File: src/rtl/core/bps_pkg.sv
// Shared constants and types for the byte pattern search block.
`default_nettype none
package bps_pkg;
   localparam int PATTERN_MAX   = 256;
   localparam int BLOCK_BYTES   = 4096;
   localparam int PAT_IDX_W     = $clog2(PATTERN_MAX);
   localparam int INDEX_W       = 8;
   localparam int BYTE_W        = 8;
   localparam int LEN_W         = 9;
   localparam int OFFSET_W      = 12;
   localparam logic [OFFSET_W-1:0] LAST_OFFSET = OFFSET_W'(BLOCK_BYTES - 1);
   localparam logic [LEN_W-1:0]    LEN_LIMIT   = LEN_W'(PATTERN_MAX);

   typedef enum logic {
      ACT_LOAD = 1'b0,
      ACT_DATA = 1'b1
   } action_type;
endpackage
`default_nettype wire

File: src/rtl/core/bps_cell.sv
// One cell of the match chain: a pattern byte and its partial match bit.
`default_nettype none
module bps_cell import bps_pkg::*; (
   input  wire logic              clock,
   input  wire logic              reset,
   input  wire logic              shift_en,
   input  wire logic              write_en,
   input  wire logic [BYTE_W-1:0] write_byte,
   input  wire logic [BYTE_W-1:0] data_byte,
   input  wire logic              match_prev,
   output logic                   match_out
);
   logic [BYTE_W-1:0] pat_ff;
   logic              pm_ff;
   logic              pm_in;

   always_comb begin
      pm_in = match_prev && (pat_ff == data_byte);
   end

   always_ff @(posedge clock) begin
      if (write_en) begin
         pat_ff <= write_byte;
      end
   end

   always_ff @(posedge clock) begin
      if (reset) begin
         pm_ff <= 1'b0;
      end else if (shift_en) begin
         pm_ff <= pm_in;
      end
   end

   assign match_out = pm_ff;
endmodule
`default_nettype wire

File: src/rtl/core/bps_chain.sv
// Row of match cells; each cell extends the candidate held by its neighbor.
`default_nettype none
module bps_chain import bps_pkg::*; (
   input  wire logic                 clock,
   input  wire logic                 reset,
   input  wire logic                 shift_en,
   input  wire logic                 block_start,
   input  wire logic                 load_en,
   input  wire logic [INDEX_W-1:0]   load_index,
   input  wire logic [BYTE_W-1:0]    byte_value,
   output logic [PATTERN_MAX-1:0]    match_vec
);
   logic [PATTERN_MAX-1:0] prev_vec;

   for (genvar k = 0; k < PATTERN_MAX; k++) begin : g_cell
      logic wr_en;
      assign wr_en = load_en
                     && ({{(32-INDEX_W){1'b0}}, load_index} == 32'(k));
      if (k == 0) begin : g_head
         assign prev_vec[k] = 1'b1;
      end else begin : g_body
         // drop candidates left over from the previous block
         assign prev_vec[k] = match_vec[k-1] && !block_start;
      end
      bps_cell u_cell (
         .clock      (clock),
         .reset      (reset),
         .shift_en   (shift_en),
         .write_en   (wr_en),
         .write_byte (byte_value),
         .data_byte  (byte_value),
         .match_prev (prev_vec[k]),
         .match_out  (match_vec[k])
      );
   end
endmodule
`default_nettype wire

File: config.mk
export PLATFORM = sky130hd
export DESIGN_NAME = bps_chain
export DESIGN_NICKNAME = d
export VERILOG_FILES = /design/src/rtl/core/bps_pkg.sv /design/src/rtl/core/bps_cell.sv /design/src/rtl/core/bps_chain.sv
export SDC_FILE = /design/constraint.sdc
export NUM_CORES = 2
export LEC_CHECK = 0
export BUFFER_PORTS_ARGS = -buffer_cell sky130_fd_sc_hd__buf_2
export CORE_MARGIN = 2
export CORE_UTILIZATION = 50
export DETAILED_ROUTE_END_ITERATION = 10
export PLACE_DENSITY = 0.66
export REMOVE_ABC_BUFFERS = 1
export SYNTH_ARGS = -nofsm -noshare
export SYNTH_HDL_FRONTEND = slang
export SYNTH_HIERARCHICAL = 1
export SYNTH_SLANG_ARGS = --single-unit
File: constraint.sdc
create_clock -name clock -period 3.6 [get_ports clock]
set_clock_uncertainty 0.05 [all_clocks]
set_input_delay 0.72 -clock clock [delete_from_list [all_inputs] [get_ports clock]]
set_output_delay 0.72 -clock clock [all_outputs]
set_load 0.02 [all_outputs]
Word level (Yosys, flattened, before mapping)
Index checks and enable logic that the tools add are counted.
{ "totals": {"output_inout_bits": 256, "wordCells": 1791, "inputBits": 21, "ff_bits": 2304} }
{ "op_classes": {"n_eq_ne": 511, "n_reduce_logical": 768} }
{ "ops": {"columns": ["operator", "n"], "rows": [
  ["$eq A8 B8 Y1", 256],
  ["$eq A8 B8 Y1 const B", 128],
  ["$logic_and A1 B1 Y1", 766],
  ["$eq A8 B7 Y1 const B", 64],
  ["$eq A8 B6 Y1 const B", 32],
  ["$eq A8 B5 Y1 const B", 16],
  ["$eq A8 B4 Y1 const B", 8],
  ["$eq A8 B3 Y1 const B", 4],
  ["$eq A8 B2 Y1 const B", 2],
  ["$eq A8 B1 Y1 const B", 1],
  ["$logic_not A8 Y1", 1],
  ["$logic_not A1 Y1", 1]
]} }

Depth between registers and ports, before layout
{ "depth": {"depth_word": 3, "depth_mapped": 6, "ltp_nobuf": 4} }

By module
Netlist, hierarchy kept.
{ "modules_own_cells": {"columns": ["module", "cells_per_inst", "area_per_inst_um2", "seq_area_each_um2", "n_inst"], "rows": [
  ["bps_cell", 23, 370.4, 260.2, 256],
  ["bps_chain", 657, 3911.3, 0.0, 1]
]} }

Worst setup path before layout
No wires, ideal clock.
{ "synth_path": {"kind": "input-to-reg", "start": "input load_index[6]", "end": "register g_cell[14].u_cell.pat_ff[0], enable pin", "t_required_ns": 3.155, "setup_time_ns": 0.395, "n_path_buf": 2, "slack_ns": 0.872, "arrival_time_ns": 2.283, "path_stages": 4, "path_cell_list": "buf_2 > or3b_1 > buf_2 > nor4_1"} }
{ "synth_between": {"elab_chain_len": 2} }
{ "synth_lines": {"columns": ["element", "line", "source"], "rows": [
  ["start: declaration", "bps_chain.sv:9", "input wire logic [INDEX_W-1:0] load_index,"],
  ["$eq A8 B4 Y1", "bps_chain.sv:18", "&& ({{(32-INDEX_W){1'b0}}, load_index} == 32'(k));"],
  ["$logic_and A1 B1 Y1", "bps_chain.sv:18", null],
  ["named net g_cell[14].wr_en", "bps_chain.sv:16", "logic wr_en;"],
  ["end signal: assignment", "bps_cell.sv:23", "pat_ff <= write_byte;"],
  ["end: declaration", "bps_cell.sv:13", "logic [BYTE_W-1:0] pat_ff;"]
]} }
The timed path passes the listed nets, and every way through them passes these cells.
A chain may end at the register's enable or synchronous reset.

Worst setup path in the final report
{ "layout_path": {"start": "register g_cell[63].u_cell.pm_ff", "end": "output match_vec[63]"} }
{ "layout_rtl": {"columns": ["element", "line", "source"], "rows": [
  ["start: declaration", "bps_cell.sv:14", "logic pm_ff;"],
  ["start signal: assignment", "bps_cell.sv:31", "pm_ff <= pm_in;"],
  ["end: declaration", "bps_chain.sv:11", "output logic [PATTERN_MAX-1:0] match_vec"]
]} }
No word-level cell between the ends.

==> flow_metrics.env <==
export IMPL_dieHeight_um=448
export IMPL_worstPathCellList="buf_2"
export IMPL_drtAntennaViolNets=0
export IMPL_peakVddDrop_mv=0.442
export IMPL_p_int_w=0.0439
export IMPL_syn_area_um2=98700
export IMPL_cpPeakStageDelay_ns=0.54
export IMPL_dr_pass1_iters=6
export IMPL_viasPerCell=5.37
export IMPL_crit_buf_inv=1
export IMPL_hold_viol_final=0
export IMPL_h_tree_depth=4
export IMPL_slowest_stage="dfxtp_1"
export IMPL_power_frac_seq_pct=52.0
export IMPL_io_pins=277
export IMPL_p_sw_share_pct=21.8
export IMPL_hold_class="input port to flop"
export IMPL_synth_cell_types=29
export IMPL_met1_length_mm=103
export IMPL_wl_met2_mm=110
export IMPL_grt_max_degree=99
export IMPL_min_period_ns=2.39
export IMPL_cp_depth=1
export IMPL_crit_path_start_kind="flop"
export IMPL_synth_seq_cells=2304
export IMPL_cts_max_path_buffers=3
export IMPL_place_gp_congestion=0.754
export IMPL_num_rows=163
export IMPL_num_vias=54700
export IMPL_top_layer="met4"
export IMPL_area_growth_pct=16.5
export IMPL_power_density_nw_per_um2=488
export IMPL_synth_cells=6545
export IMPL_drcViolationCount=0
export IMPL_synth_area_top_cells="edfxtp_1 62%, xnor2_1 9.1%, xor2_1 9.1%"
export IMPL_wl_per_cell_um=22.4
export IMPL_fin_tns_setup_ns=0
export IMPL_holdPathStages=1
export IMPL_rsz0062_at_grt="no"
export IMPL_first_iter_violations=3690
export IMPL_grt_pass1_wl_mm=346
export IMPL_leakage_nw=37.1
export IMPL_fin_nets=7362
export IMPL_synth_avg_cell_area_um2=15.1
export IMPL_start_util_pct=50.2
export IMPL_r2r_cells=4
export IMPL_outcome="finished clean"
export IMPL_cts_sinks=2304
export IMPL_period_share_pct=66.4
export IMPL_cts_setup_buffers=0
export IMPL_overflow=0
export IMPL_slew_headroom_pct=24.1
export IMPL_synth_top_area_share_pct=62.3
export IMPL_post_cts_resized=0
export IMPL_cp_top_family="flip-flops"
export IMPL_die_area_um2=201000
export IMPL_fmax_ghz=0.418
export IMPL_clk_latency_ns=0.87
export IMPL_drv_slew=0
export IMPL_crit_required_ns=2.83
export IMPL_finalWirelength_mm=229
export IMPL_cp_end_kind="primary output"
export IMPL_combPwrFrac_pct=6.0
export IMPL_dp_hpwl_mm=137
export IMPL_design_core_area_um2=197000
export IMPL_grt_pass1_vias=55200
export IMPL_yosys_area_top_type="edfxtp_1"
export IMPL_io_buffer_count=276
export IMPL_critPathKind="flop to primary output"
export IMPL_crit_arrival_ns=1.62
export IMPL_worstMarginPinSlew_ns=1.13
export IMPL_p_total_w=0.0561
export IMPL_met3WireLength_mm=9.52
export IMPL_critPathMaxFanout=3
export IMPL_finalSetupViolations=0
export IMPL_power_share_clock_pct=42.1
export IMPL_numCtsBuffers=230
export IMPL_ys_seq_area_share_pct=67.5
export IMPL_antenna_found_initial=3
export IMPL_grt_total_usage_pct=22.8
export IMPL_cts_hold_buffers=0
export IMPL_tritoncts="yes"
export IMPL_root_buffer="clkbuf_16"
export IMPL_clkTransAtPathRegs_ns=0.06
export IMPL_switchingPower_w=0.0122
export IMPL_layout_drive_gt1_share_pct=17.6
export IMPL_ys_warn_count=6
export IMPL_maxCapViolCount=0
export IMPL_fp_dieW_um=448
path summary, 6_finish.rpt:
kind | start | endpoint | slack (ns)
hold / removal | byte_value[7] | g_cell[168].u_cell/pat_ff[7]$_DFFE_PP_ | 0.21
setup / recovery | g_cell[63].u_cell/match_out$_SDFFE_PP0P_ | match_vec[63] | 1.21
setup reg to reg | g_cell[82].u_cell/match_out$_SDFFE_PP0P_ | g_cell[83].u_cell/match_out$_SDFFE_PP0P_ | 2.23
hold reg to reg | g_cell[255].u_cell/match_out$_SDFFE_PP0P_ | g_cell[255].u_cell/match_out$_SDFFE_PP0P_ | 0.43
layout make-up:
class                   instances  area [um2]
diodes                          1        2.50
repair buffers                679        5840
flip-flops and latches       2304       66600
multi-input cells            4126       31600
clock buffers                 329        6420
fillers                     15100       81800
clock inverters               110        1130
well taps                    2640        3300
synth_stat cells (all sizes together):
master and n:
nor2 256, xor2 1024, edfxtp 2048, nand4bb 6
nand4 257, dfxtp 256, nand2b 5, nand3 1
nor4 284, nand3b 2, buf 43, or4b 3
a22o 256, nand2 258, nor2b 255, xnor2 1024
or3b 2, or2 3, conb 1, nand4b 4
nor3 484, clkbuf 72, or4 1
logic make-up (layout without fill, tap and decap cells):
family / after synthesis / count (layout) / synth area share [%]
buf+inv: 115 / 1118 / 0.498
simple gates: 1821 / 1821 / 11.6
compound gates: 256 / 256 / 2.27
xor+xnor: 2048 / 2048 / 18.2
other cells: 1 / 2 / 0.00380
flops: 2304 / 2304 / 67.5
layer usage:
layer	GRT usage, %	vias up
met3	2.93	302
met1	31.4	27600
met5	0	-
li1	-	25700
met4	7.30	0
met2	37.7	1097
cell usage in the layout (no fill, tap or decap), types with 4 or more instances in the layout:
| master | netlist | final |
|---|---|---|
| xor2_1 | 1024 | 1024 |
| clkinv_2 | 0 | 42 |
| nor3_1 | 464 | 464 |
| a22o_1 | 256 | 256 |
| clkbuf_8 | 0 | 27 |
| nor4_2 | 282 | 282 |
| nand4b_1 | 4 | 4 |
| inv_16 | 0 | 4 |
| nand2_1 | 258 | 257 |
| clkbuf_1 | 72 | 71 |
| nor3_2 | 20 | 20 |
| clkbuf_16 | 0 | 231 |
| nor2_1 | 256 | 256 |
| edfxtp_1 | 2048 | 2048 |
| nor2b_1 | 255 | 255 |
| bufinv_16 | 0 | 17 |
| buf_2 | 15 | 265 |
| nand4_1 | 257 | 257 |
| clkinv_8 | 0 | 4 |
| buf_12 | 0 | 106 |
| xnor2_1 | 1024 | 1024 |
| buf_4 | 1 | 297 |
| dfxtp_1 | 256 | 256 |
| clkinvlp_4 | 0 | 8 |
| nand4bb_1 | 6 | 6 |
| clkinv_1 | 0 | 28 |
| buf_8 | 0 | 11 |
sequential cells by signal, summed over array words and instances (netlist names):
| name | count |
|---|---|
| g_cell.u_cell/pat_ff | 2048 |
| g_cell.u_cell/match_out | 256 |
power by group through the flow:
stage | Sequential (W) | Combinational [W] | Clock, W
after floorplan | 0.0297 | 0.00123 | 0
after global placement | 0.0297 | 0.00333 | 0
after detailed placement | 0.0297 | 0.00340 | 0
after CTS | 0.0291 | 0.00341 | 0.0240
after global routing | 0.0291 | 0.00364 | 0.0251
final | 0.0291 | 0.00335 | 0.0236
per-stage QoR:
step / utilization, % / cell area, um2 / hold WS [ns] / setup slack, ns / instances
detailed placement: 54.6 / 107000 / 0.433 / 0.480 / 9749
global placement: 54.6 / 107000 / 0.424 / 0.563 / 9749
floorplan: - / 98200 / 0.560 / 0.206 / 6430
finish: 58.4 / 115000 / 0.207 / 1.21 / 10200
global route: 58.4 / 115000 / 0.159 / 1.13 / 10200
CTS: 58.4 / 115000 / 0.141 / 1.08 / 10200
No activity file was read; power rests on OpenSTA's default activity.
